File: src/hdl/contiguous_page_allocator_macros.svh
// ----------------------------------------------------------------------------
// contiguous_page_allocator_macros
// Assertion helpers shared by the allocator RTL.
// ----------------------------------------------------------------------------
`ifndef CONTIGUOUS_PAGE_ALLOCATOR_MACROS_SVH
`define CONTIGUOUS_PAGE_ALLOCATOR_MACROS_SVH

// same-cycle implication
`define CPA_ASSERT_IMP(lbl, ante, cons, msg) \
  lbl: assert property (@(posedge clk) disable iff (!rst_n) (ante) |-> (cons)) \
    else $error(msg);

// next-cycle implication
`define CPA_ASSERT_NXT(lbl, ante, cons, msg) \
  lbl: assert property (@(posedge clk) disable iff (!rst_n) (ante) |=> (cons)) \
    else $error(msg);

`endif

File: src/hdl/cpa_pkg.sv
// ----------------------------------------------------------------------------
// cpa_pkg
// Types and constants of the contiguous page allocator.
// ----------------------------------------------------------------------------
package cpa_pkg;

  localparam int MAX_PAGES      = 1024;
  localparam int PAGE_SHIFT     = 12;
  localparam int RESERVED_PAGES = 8;
  localparam int IDX_W          = $clog2(MAX_PAGES);
  localparam int CNT_W          = $clog2(MAX_PAGES + 1);
  localparam int ADDR_W         = 32;
  localparam int AMT_W          = 32;
  localparam int TOT_W          = ADDR_W - PAGE_SHIFT;
  localparam int CFG_IDX_W      = 1;
  localparam int IN_DATA_W      = 64;
  localparam int IN_USER_W      = 2;
  localparam int OUT_DATA_W     = 40;
  localparam int STATUS_W       = 2;

  localparam logic [ADDR_W-1:0] PAGE_MASK = ADDR_W'((1 << PAGE_SHIFT) - 1);
  localparam logic [ADDR_W-1:0] BASE_BIAS =
    ADDR_W'((RESERVED_PAGES << PAGE_SHIFT) + (1 << PAGE_SHIFT) - 1);

  localparam int FLAG_TAKEN_BIT = 0;
  localparam int FLAG_LAST_BIT  = 1;
  localparam logic [1:0] FLAG_FREE       = 2'b00;
  localparam logic [1:0] FLAG_TAKEN      = 2'b01;
  localparam logic [1:0] FLAG_TAKEN_LAST = 2'b11;

  localparam logic [CFG_IDX_W-1:0] REG_REGION_BASE = 1'd0;
  localparam logic [CFG_IDX_W-1:0] REG_REGION_LEN  = 1'd1;

  typedef enum logic [1:0] {
    OP_ALLOC_PAGES = 2'd0,
    OP_ALLOC_BYTES = 2'd1,
    OP_FREE        = 2'd2,
    OP_CLEAR       = 2'd3
  } op_t;

  typedef enum logic [STATUS_W-1:0] {
    ST_DONE    = 2'd0,
    ST_FAIL    = 2'd1,
    ST_IGNORED = 2'd2
  } status_t;

  typedef struct packed {
    logic [CNT_W-1:0]  pages;
    logic [ADDR_W-1:0] base;
  } geom_t;

  typedef struct packed {
    logic             we;
    logic [IDX_W-1:0] waddr;
    logic [1:0]       wdata;
    logic [IDX_W-1:0] raddr;
  } mem_req_t;

  typedef struct packed {
    logic              valid;
    logic [ADDR_W-1:0] addr;
    status_t           status;
  } result_t;

endpackage

File: src/hdl/cpa_geom.sv
// ----------------------------------------------------------------------------
// cpa_geom
// Heap registers and derived geometry: usable page count and base address.
// ----------------------------------------------------------------------------
module cpa_geom (
  input  logic                            clk,
  input  logic                            rst_n,
  input  logic                            cfg_we,
  input  logic [cpa_pkg::CFG_IDX_W-1:0]   cfg_index,
  input  logic [cpa_pkg::ADDR_W-1:0]      cfg_wdata,
  output cpa_pkg::geom_t                  geom
);
  import cpa_pkg::*;

  logic [ADDR_W-1:0] region_base_r;
  logic [ADDR_W-1:0] region_len_r;
  logic [TOT_W-1:0]  total;
  logic [TOT_W-1:0]  total_adj;
  logic [ADDR_W-1:0] base_sum;

  always_ff @(posedge clk) begin
    if (!rst_n) begin
      region_base_r <= '0;
      region_len_r  <= '0;
    end else if (cfg_we) begin
      case (cfg_index)
        REG_REGION_BASE: region_base_r <= cfg_wdata;
        REG_REGION_LEN:  region_len_r  <= cfg_wdata;
        default: ;
      endcase
    end
  end

  always_comb begin
    total     = region_len_r[ADDR_W-1:PAGE_SHIFT];
    total_adj = total - TOT_W'(RESERVED_PAGES);
    if (total < TOT_W'(RESERVED_PAGES)) begin
      geom.pages = '0;
    end else if (ADDR_W'(total_adj) > ADDR_W'(MAX_PAGES)) begin
      geom.pages = CNT_W'(MAX_PAGES);
    end else begin
      geom.pages = CNT_W'(total_adj);
    end
    base_sum  = region_base_r + BASE_BIAS;
    geom.base = base_sum & ~PAGE_MASK;
  end

endmodule

File: src/hdl/cpa_flag_store.sv
// ----------------------------------------------------------------------------
// cpa_flag_store
// Per-page taken/last flags, one write and one registered read per cycle.
// ----------------------------------------------------------------------------
module cpa_flag_store (
  input  logic              clk,
  input  cpa_pkg::mem_req_t req,
  output logic [1:0]        rd_data
);
  import cpa_pkg::*;

  logic [1:0] flags_mem [MAX_PAGES];
  logic [1:0] rd_data_r;

  always_ff @(posedge clk) begin
    if (req.we) begin
      flags_mem[req.waddr] <= req.wdata;
    end
    rd_data_r <= flags_mem[req.raddr];
  end

  assign rd_data = rd_data_r;

endmodule

File: src/hdl/cpa_seq.sv
// ----------------------------------------------------------------------------
// cpa_seq
// Sequencer: table sweep, first-fit scan, run marking and release walk,
// all sharing one page pointer and compare unit.
// ----------------------------------------------------------------------------
module cpa_seq (
  input  logic                        clk,
  input  logic                        rst_n,
  input  logic                        in_valid,
  output logic                        in_ready,
  input  cpa_pkg::op_t                in_op,
  input  logic [cpa_pkg::AMT_W-1:0]   in_amount,
  input  logic [cpa_pkg::ADDR_W-1:0]  in_addr,
  input  cpa_pkg::geom_t              geom,
  output cpa_pkg::mem_req_t           mem_req,
  input  logic [1:0]                  rd_data,
  output cpa_pkg::result_t            res,
  input  logic                        res_take
);
  import cpa_pkg::*;

  typedef enum logic [5:0] {
    S_CLEAR = 6'b000001,
    S_IDLE  = 6'b000010,
    S_SCAN  = 6'b000100,
    S_MARK  = 6'b001000,
    S_FREE  = 6'b010000,
    S_DONE  = 6'b100000
  } state_t;

  state_t           state_r,  state_nxt;
  logic [CNT_W-1:0] ptr_r,    ptr_nxt;
  logic [CNT_W-1:0] ev_r,     ev_nxt;
  logic             pv_r,     pv_nxt;
  logic [CNT_W-1:0] run_r,    run_nxt;
  logic [CNT_W-1:0] req_r,    req_nxt;
  logic [IDX_W-1:0] first_r,  first_nxt;
  logic [IDX_W-1:0] end_r,    end_nxt;
  logic             grant_r,  grant_nxt;
  logic             clr_op_r, clr_op_nxt;
  status_t          status_r, status_nxt;

  logic [AMT_W:0]    byte_sum;
  logic [AMT_W-1:0]  req_pg;
  logic              req_bad;
  logic [ADDR_W-1:0] rel_off;
  logic [TOT_W-1:0]  rel_idx;
  logic              rel_bad;
  logic [CNT_W-1:0]  run_inc;

  always_comb begin
    byte_sum = {1'b0, in_amount} + (AMT_W+1)'(PAGE_MASK);
    if (in_op == OP_ALLOC_BYTES) begin
      req_pg = AMT_W'(byte_sum >> PAGE_SHIFT);
    end else begin
      req_pg = in_amount;
    end
    req_bad = (req_pg == '0) || (req_pg > AMT_W'(geom.pages));
    rel_off = in_addr - geom.base;
    rel_idx = rel_off[ADDR_W-1:PAGE_SHIFT];
    rel_bad = (in_addr == '0) || (in_addr < geom.base) ||
              (ADDR_W'(rel_idx) >= ADDR_W'(geom.pages));
  end

  always_comb begin
    state_nxt     = state_r;
    ptr_nxt       = ptr_r;
    ev_nxt        = ev_r;
    pv_nxt        = pv_r;
    run_nxt       = run_r;
    req_nxt       = req_r;
    first_nxt     = first_r;
    end_nxt       = end_r;
    grant_nxt     = grant_r;
    clr_op_nxt    = clr_op_r;
    status_nxt    = status_r;
    in_ready      = 1'b0;
    mem_req.we    = 1'b0;
    mem_req.waddr = ptr_r[IDX_W-1:0];
    mem_req.wdata = FLAG_FREE;
    mem_req.raddr = ptr_r[IDX_W-1:0];
    run_inc       = run_r + CNT_W'(1);
    res.valid     = 1'b0;
    res.status    = status_r;
    res.addr      = grant_r ?
                    geom.base + ADDR_W'({first_r, {PAGE_SHIFT{1'b0}}}) : '0;

    case (state_r)
      S_CLEAR: begin
        mem_req.we = 1'b1;
        ptr_nxt    = ptr_r + CNT_W'(1);
        if (ptr_r == CNT_W'(MAX_PAGES - 1)) begin
          state_nxt  = clr_op_r ? S_DONE : S_IDLE;
          clr_op_nxt = 1'b0;
        end
      end
      S_IDLE: begin
        in_ready = 1'b1;
        if (in_valid) begin
          grant_nxt = 1'b0;
          pv_nxt    = 1'b0;
          case (in_op)
            OP_ALLOC_PAGES, OP_ALLOC_BYTES: begin
              status_nxt = ST_FAIL;
              if (req_bad) begin
                state_nxt = S_DONE;
              end else begin
                state_nxt = S_SCAN;
                ptr_nxt   = '0;
                run_nxt   = '0;
                req_nxt   = CNT_W'(req_pg);
              end
            end
            OP_FREE: begin
              if (rel_bad) begin
                status_nxt = ST_IGNORED;
                state_nxt  = S_DONE;
              end else begin
                status_nxt = ST_DONE;
                ptr_nxt    = CNT_W'(rel_idx);
                state_nxt  = S_FREE;
              end
            end
            OP_CLEAR: begin
              status_nxt = ST_DONE;
              ptr_nxt    = '0;
              clr_op_nxt = 1'b1;
              state_nxt  = S_CLEAR;
            end
            default: state_nxt = S_IDLE;
          endcase
        end
      end
      S_SCAN: begin
        ptr_nxt = ptr_r + CNT_W'(1);
        ev_nxt  = ptr_r;
        pv_nxt  = 1'b1;
        if (pv_r) begin
          if (rd_data[FLAG_TAKEN_BIT]) begin
            run_nxt = '0;
          end else begin
            run_nxt = run_inc;
          end
          if (!rd_data[FLAG_TAKEN_BIT] && run_inc == req_r) begin
            first_nxt  = IDX_W'(ev_r + CNT_W'(1) - req_r);
            end_nxt    = ev_r[IDX_W-1:0];
            ptr_nxt    = CNT_W'(ev_r + CNT_W'(1) - req_r);
            grant_nxt  = 1'b1;
            status_nxt = ST_DONE;
            state_nxt  = S_MARK;
          end else if (ev_r == geom.pages - CNT_W'(1)) begin
            state_nxt = S_DONE;
          end
        end
      end
      S_MARK: begin
        mem_req.we = 1'b1;
        ptr_nxt    = ptr_r + CNT_W'(1);
        if (ptr_r[IDX_W-1:0] == end_r) begin
          mem_req.wdata = FLAG_TAKEN_LAST;
          state_nxt     = S_DONE;
        end else begin
          mem_req.wdata = FLAG_TAKEN;
        end
      end
      S_FREE: begin
        ptr_nxt = ptr_r + CNT_W'(1);
        ev_nxt  = ptr_r;
        pv_nxt  = 1'b1;
        if (pv_r) begin
          if (ev_r == geom.pages || !rd_data[FLAG_TAKEN_BIT]) begin
            state_nxt = S_DONE;
          end else begin
            mem_req.we    = 1'b1;
            mem_req.waddr = ev_r[IDX_W-1:0];
            if (rd_data[FLAG_LAST_BIT]) begin
              state_nxt = S_DONE;
            end
          end
        end
      end
      S_DONE: begin
        res.valid = 1'b1;
        if (res_take) begin
          state_nxt = S_IDLE;
        end
      end
      default: state_nxt = S_IDLE;
    endcase
  end

  always_ff @(posedge clk) begin
    if (!rst_n) begin
      state_r  <= S_CLEAR;
      ptr_r    <= '0;
      pv_r     <= 1'b0;
      clr_op_r <= 1'b0;
      grant_r  <= 1'b0;
      status_r <= ST_DONE;
    end else begin
      state_r  <= state_nxt;
      ptr_r    <= ptr_nxt;
      pv_r     <= pv_nxt;
      clr_op_r <= clr_op_nxt;
      grant_r  <= grant_nxt;
      status_r <= status_nxt;
    end
  end

  always_ff @(posedge clk) begin
    ev_r    <= ev_nxt;
    run_r   <= run_nxt;
    req_r   <= req_nxt;
    first_r <= first_nxt;
    end_r   <= end_nxt;
  end

endmodule

File: src/hdl/contiguous_page_allocator.sv
// ----------------------------------------------------------------------------
// contiguous_page_allocator
// First-fit allocator of contiguous heap pages with a per-page flag table.
// ----------------------------------------------------------------------------
// Usage: set the region base (index 0) and region size (index 1) on the cfg
// port while idle. Each in_ transaction carries an operation in in_tuser and
// the amount/address in in_tdata; exactly one out_ transaction returns the
// granted address and status.
// Allocation scans the flag table first-fit and then marks the run; free
// walks the run from its first page; clear all sweeps all MAX_PAGES entries;
// a rejected request or an ignored free goes straight to the result. The
// flag table has one read and one write port, so the scan and the release
// walk advance one page per cycle.
// in_tready is high only while the sequencer waits for a command.
// Reset: a clearing pass over all MAX_PAGES (1024) entries runs first with
// in_tready low; cfg writes are taken during it.
// Stall: the result sits in an output register; a new command is accepted
// while it waits, and the next result holds in the sequencer until
// out_tready frees the register.
// ----------------------------------------------------------------------------
`include "contiguous_page_allocator_macros.svh"

module contiguous_page_allocator (
  input  logic                               clk,
  input  logic                               rst_n,
  input  logic                               cfg_we,
  input  logic [cpa_pkg::CFG_IDX_W-1:0]      cfg_index,
  input  logic [cpa_pkg::ADDR_W-1:0]         cfg_wdata,
  input  logic                               in_tvalid,
  output logic                               in_tready,
  // [31:0] request_amount, [63:32] release_address
  input  logic [cpa_pkg::IN_DATA_W-1:0]      in_tdata,
  // [1:0] operation
  input  logic [cpa_pkg::IN_USER_W-1:0]      in_tuser,
  output logic                               out_tvalid,
  input  logic                               out_tready,
  // [31:0] granted_address, [33:32] status, [39:34] zero
  output logic [cpa_pkg::OUT_DATA_W-1:0]     out_tdata
);
  import cpa_pkg::*;

  geom_t             geom;
  mem_req_t          mem_req;
  logic [1:0]        rd_data;
  result_t           res;
  logic              res_take;
  logic              out_valid_r;
  logic [ADDR_W-1:0] out_addr_r;
  status_t           out_status_r;

  cpa_geom u_geom (
    .clk       (clk),
    .rst_n     (rst_n),
    .cfg_we    (cfg_we),
    .cfg_index (cfg_index),
    .cfg_wdata (cfg_wdata),
    .geom      (geom)
  );

  cpa_flag_store u_flags (
    .clk     (clk),
    .req     (mem_req),
    .rd_data (rd_data)
  );

  cpa_seq u_seq (
    .clk       (clk),
    .rst_n     (rst_n),
    .in_valid  (in_tvalid),
    .in_ready  (in_tready),
    .in_op     (op_t'(in_tuser[1:0])),
    .in_amount (in_tdata[AMT_W-1:0]),
    .in_addr   (in_tdata[AMT_W+ADDR_W-1:AMT_W]),
    .geom      (geom),
    .mem_req   (mem_req),
    .rd_data   (rd_data),
    .res       (res),
    .res_take  (res_take)
  );

  assign res_take = !out_valid_r || out_tready;

  always_ff @(posedge clk) begin
    if (!rst_n) begin
      out_valid_r <= 1'b0;
    end else if (res.valid && res_take) begin
      out_valid_r <= 1'b1;
    end else if (out_tready) begin
      out_valid_r <= 1'b0;
    end
  end

  always_ff @(posedge clk) begin
    if (res.valid && res_take) begin
      out_addr_r   <= res.addr;
      out_status_r <= res.status;
    end
  end

  assign out_tvalid = out_valid_r;
  assign out_tdata  = {{(OUT_DATA_W-ADDR_W-STATUS_W){1'b0}}, out_status_r, out_addr_r};

  `CPA_ASSERT_NXT(a_busy_after_accept, in_tvalid && in_tready, !in_tready, "ready after accept")
  `CPA_ASSERT_IMP(a_fail_null, out_valid_r && out_status_r == ST_FAIL, out_addr_r == '0, "fail addr")
  `CPA_ASSERT_IMP(a_ign_null, out_valid_r && out_status_r == ST_IGNORED, out_addr_r == '0, "ign addr")
  `CPA_ASSERT_IMP(a_no_write_idle, mem_req.we, !in_tready, "flag write while idle")

endmodule
File: config.mk
export PLATFORM = sky130hd
export DESIGN_NAME = contiguous_page_allocator
export DESIGN_NICKNAME = d
export VERILOG_FILES = /design/src/hdl/cpa_pkg.sv /design/src/hdl/cpa_geom.sv /design/src/hdl/cpa_flag_store.sv /design/src/hdl/cpa_seq.sv /design/src/hdl/contiguous_page_allocator.sv
export VERILOG_INCLUDE_DIRS = /design/src /design/src/hdl
export SDC_FILE = /design/constraint.sdc
export NUM_CORES = 2
export LEC_CHECK = 0
export BUFFER_PORTS_ARGS = -buffer_cell sky130_fd_sc_hd__buf_2
export CORE_MARGIN = 4
export CORE_UTILIZATION = 51
export DETAILED_ROUTE_END_ITERATION = 16
export PLACE_DENSITY = 0.69
export SYNTH_ARGS = -nofsm -noshare
export SYNTH_HDL_FRONTEND = slang
export SYNTH_SLANG_ARGS = --single-unit
File: constraint.sdc
create_clock -name clk -period 61.7 [get_ports clk]
set_clock_uncertainty 0.05 [all_clocks]
set_input_delay 9.255 -clock clk [delete_from_list [all_inputs] [get_ports clk]]
set_output_delay 9.255 -clock clk [all_outputs]
set_load 0.01 [all_outputs]
==> metrics.md <==
| Metric | Value |
|---|---|
| Status | `complete, no violations` |
| DRC | `0` |
| CP endpoint kind | `flip-flop` |
| Tot GR Track Use | `0.247` |
| DIE WIDTH | `440 microns` |
| Seq cells post-synth | `2200` |
| CP Depth | `21` |
| Max Root-Sink Buffers | `3` |
| Register area share after synthesis | `0.685` |
| Clk slew on worst S/H paths | `0.07 ns` |
| Post-Syn Instances | `5737` |
| Worst r2r src | `u_geom.region_len_r[15]$_SDFFE_PN0P_` |
| Final Util | `0.567` |
| Max Cap Viol | `0` |
| Final Power | `3.65 mW` |
| Final WL | `238 mm` |
| Post_cts resized | `0` |
| Vias | `53.0k` |
| Antenna diode count | `0` |
| Post-synth EDFFs | `2123` |
| Hold-fix buffers, CTS | `0` |
| Fraction of registers with async set/reset | `0` |
| Wirelength per Cell | `28.3 microns` |
| Endpoints failing setup | `0` |
| Vias in the first global route | `52.7k` |
| WP data arrival | `14.37 ns` |
| Die footprint | `0.194 sq mm` |
| CP Cell Sequence | `buf_2 > inv_1 > ha_1 > fa_1 > nor2b_1 > o31a_1 > o211ai_1 > a2bb2oi_1 > nand2_1 > xnor2_1 > ha_1 > nand3_1 > o22ai_1 > a211oi_1 > nand3_1 > a2111oi_0 > a21oi_1 > or4_1 > or3_1 > or4_1 > a21oi_1` |
| CP top delay family | `simple AND/OR/NAND/NOR gates` |
| Fin. Hold Viols | `0` |
| Area contributors post-synth | `edfxtp_1 (67%), mux4_2 (16%), nor2_1 (4.5%)` |
| CP max-delay cell | `or4_1` |
| RSZ-0062 raised after global routing | `no` |
| Crit Path Max Fanout | `4` |
| Synth unique cells | `94` |
| Post-CTS setup buffer count | `0` |
| Share of cells above drive strength 1 | `0.226` |
| Syn_area_per_cell | `16.6 sq um` |
| Initial antenna violation count | `9` |
| Reg2reg setup slack | `54.36 ns` |
| Placed Instance Area | `0.0983 sq mm` |
| Placer Congestion | `0.915` |
| Row count | `158` |
| Tcrit/Tclk final | `0.221` |
| Reg-to-Reg End | `u_flags.flags_mem[92][1]$_DFFE_PP_` |
| Clk_lat worst skew | `0.87 ns` |
| Critical Path Source Type | `input pin` |
| IO Port Bufs | `127` |
| Nets@finish | `5945` |
| Placed Instances | `8029` |
| Fin crit period | `13.64 ns` |
| Drt first-iter violations | `7118` |
| Leak Pwr | `31.5 nW` |
| Worst r2r path cells | `15` |
| Design Area, Final | `0.105 sq mm` |
| Worst VDD drop | `0.0336 mV` |
| Synth Cell Area | `0.0953 sq mm` |
| DRT Pass-1 Iters | `5` |
| Area leader, netlist | `edfxtp_1` |
| Max Fclk | `73.3 MHz` |
| CP peak stage delay | `0.59 ns` |
| I/O pin count | `146` |
| Fin Setup TNS | `0 ns` |
| Clock sink total | `2200` |
| WP buf/inv | `2` |
| Crit path kind | `in2reg` |
| Via-to-Cell Ratio | `6.29` |
| CP Launch Point | `in_tdata[44]` |
| Worst Min Path Start | `u_geom.region_base_r[10]$_SDFFE_PN0P_` |
| Syn. warnings | `0` |
| Slew @ Worst Pin | `1.21 ns` |
| TritonCTS clock tree | `yes` |
| Top-area cell type share of the netlist area | `0.669` |
| TritonCTS Buffers | `213` |
| Commonest cells post-synth | `edfxtp_1 (2123), nor2_1 (1132), mux4_2 (672), nand2_1 (217), clkbuf_1 (197)` |
| Core box area | `0.186 sq mm` |
| P per Cell Area | `34.7 mW/mm^2` |
| Largest net degree at the start of global routing | `255` |
| ANT nets after route | `0` |
| H-tree level count | `4` |
| Critical path required time | `62.44 ns` |
| CP Capture Point | `u_seq.state_r[4]$_SDFFE_PN0P_` |
| Fin cells | `8418` |
| Hold Crit Class | `reg2reg` |
| Ys flop type | `edfxtp_1` |
| Global-route wire length before repair | `352 mm` |
| Area Growth Syn to Fin | `10.4%` |
| Most frequent cell after synthesis | `edfxtp_1` |
| Max Transition Viols Final | `0` |
| Hpwl dp | `136 mm` |
| Worst slew margin | `0.188` |
| Initial core utilization | `0.513` |
| Die Ht | `440 microns` |
| CTS Root Cell | `clkbuf_16` |
| Total grt overflow | `0` |
==> worst min path at each step <==
stage	slack [ns]	depth (start not counted)	to
detailed placement	0.40	2	u_geom.region_base_r[10]$_SDFFE_PN0P_
finish	0.40	2	u_geom.region_base_r[10]$_SDFFE_PN0P_
floorplan	0.36	0	u_seq.ev_r[2]$_DFFE_PP_
global route	0.42	2	u_geom.region_base_r[10]$_SDFFE_PN0P_
CTS	0.40	2	u_geom.region_base_r[10]$_SDFFE_PN0P_
global placement	0.39	2	u_geom.region_len_r[29]$_SDFFE_PN0P_
==> metal layers <==
metal | part of all wire | track usage
met5 | 0.000055 | 0
met1 | 0.39 | 0.350
met3 | 0.088 | 0.0367
met4 | 0.033 | 0.0822
met2 | 0.49 | 0.397
==> placed cells by master (no fill, tap or decap), drive strengths merged, types with 7 or more instances in the layout <==
cell type and instances:
inv 80, nand2b 21, nand3b 20, clkbuf 259
and3 20, mux2 9, mux2i 33, or4 10
xor2 42, nand2 217, nor2b 17, nor4 36
a32oi 7, o21a 15, a31oi 12, clkinvlp 7
nand3 48, nor3 61, ha 74, o21ai 64
buf 249, nor3b 7, bufinv 23, xnor2 75
clkinv 91, mux4 672, a21o 15, nand4 20
o31ai 12, a21oi 149, and2 58, o21bai 8
nor2 1133, a22oi 22, conb 18, or3 21
a211oi 16, edfxtp 2123, dfxtp 77
==> kinds of logic (layout without fill, tap and decap cells) <==
family / count (synthesis) / after routing / share of synthesized area
other cells: 1 / 18 / 0.0000394
xor+xnor: 120 / 120 / 0.0115
fa+ha+maj: 77 / 77 / 0.0103
flops: 2200 / 2200 / 0.685
mux: 714 / 714 / 0.164
simple gates: 1709 / 1709 / 0.0766
buf+inv: 525 / 709 / 0.0242
compound gates: 391 / 391 / 0.0281
==> worst reg2reg max path: stages, from the launching register on <==
cell,delay (ns)
dfxtp_1,0.41
inv_1,0.23
ha_1,0.34
or4b_4,0.54
nor4b_2,0.32
o311a_1,0.24
o21ai_1,0.18
nor2_1,0.73
o22ai_1,0.17
a21oi_1,0.26
o2111a_4,0.44
buf_4,0.81
mux2_4,0.42
a22oi_2,0.89
buf_4,0.81
nor2_1,0.21
==> through the flow <==
stage / hold WS [ns] / setup WS [ns]
floorplan: 0.356 / 23.45
global placement: 0.392 / 47.35
detailed placement: 0.396 / 47.25
CTS: 0.404 / 48.20
global route: 0.425 / 47.78
finish: 0.404 / 48.06
==> layout make-up <==
| cell class | instances | area [sq um] |
|---|---|---|
| clock buffer | 259 | 5500 |
| inverter | 71 | 274 |
| sequential | 2200 | 65300 |
| fill | 13900 | 80500 |
| multi-input combinational | 3029 | 28000 |
| tap | 2480 | 3100 |
| clock inverter | 130 | 1370 |
| timing repair buffer | 249 | 1610 |
==> registers in the layout, indices dropped and copies added, names as in the netlist <==
| register | count |
|---|---|
| u_flags.flags_mem | 2048 |
| u_seq.req_r | 11 |
| u_seq.state_r | 6 |
| u_geom.region_base_r | 32 |
| out_addr_r | 20 |
| u_seq.pv_r | 1 |
| u_flags.rd_data | 2 |
| u_seq.first_r | 10 |
| u_geom.region_len_r | 20 |
| out_status_r | 2 |
| u_seq.ptr_r | 11 |
| u_seq.ev_r | 11 |
| u_seq.clr_op_r | 1 |
| u_seq.status_r | 2 |
| u_seq.end_r | 10 |
| out_tvalid | 1 |
| u_seq.run_r | 11 |
| u_seq.grant_r | 1 |
==> where the power goes <==
part / internal [mW] / switching, mW / total [mW]
sequential: 1.62 / 0.0183 / 1.64
clock: 0.732 / 0.557 / 1.29
combinational: 0.357 / 0.364 / 0.721
(Power assumes the default switching activity.)
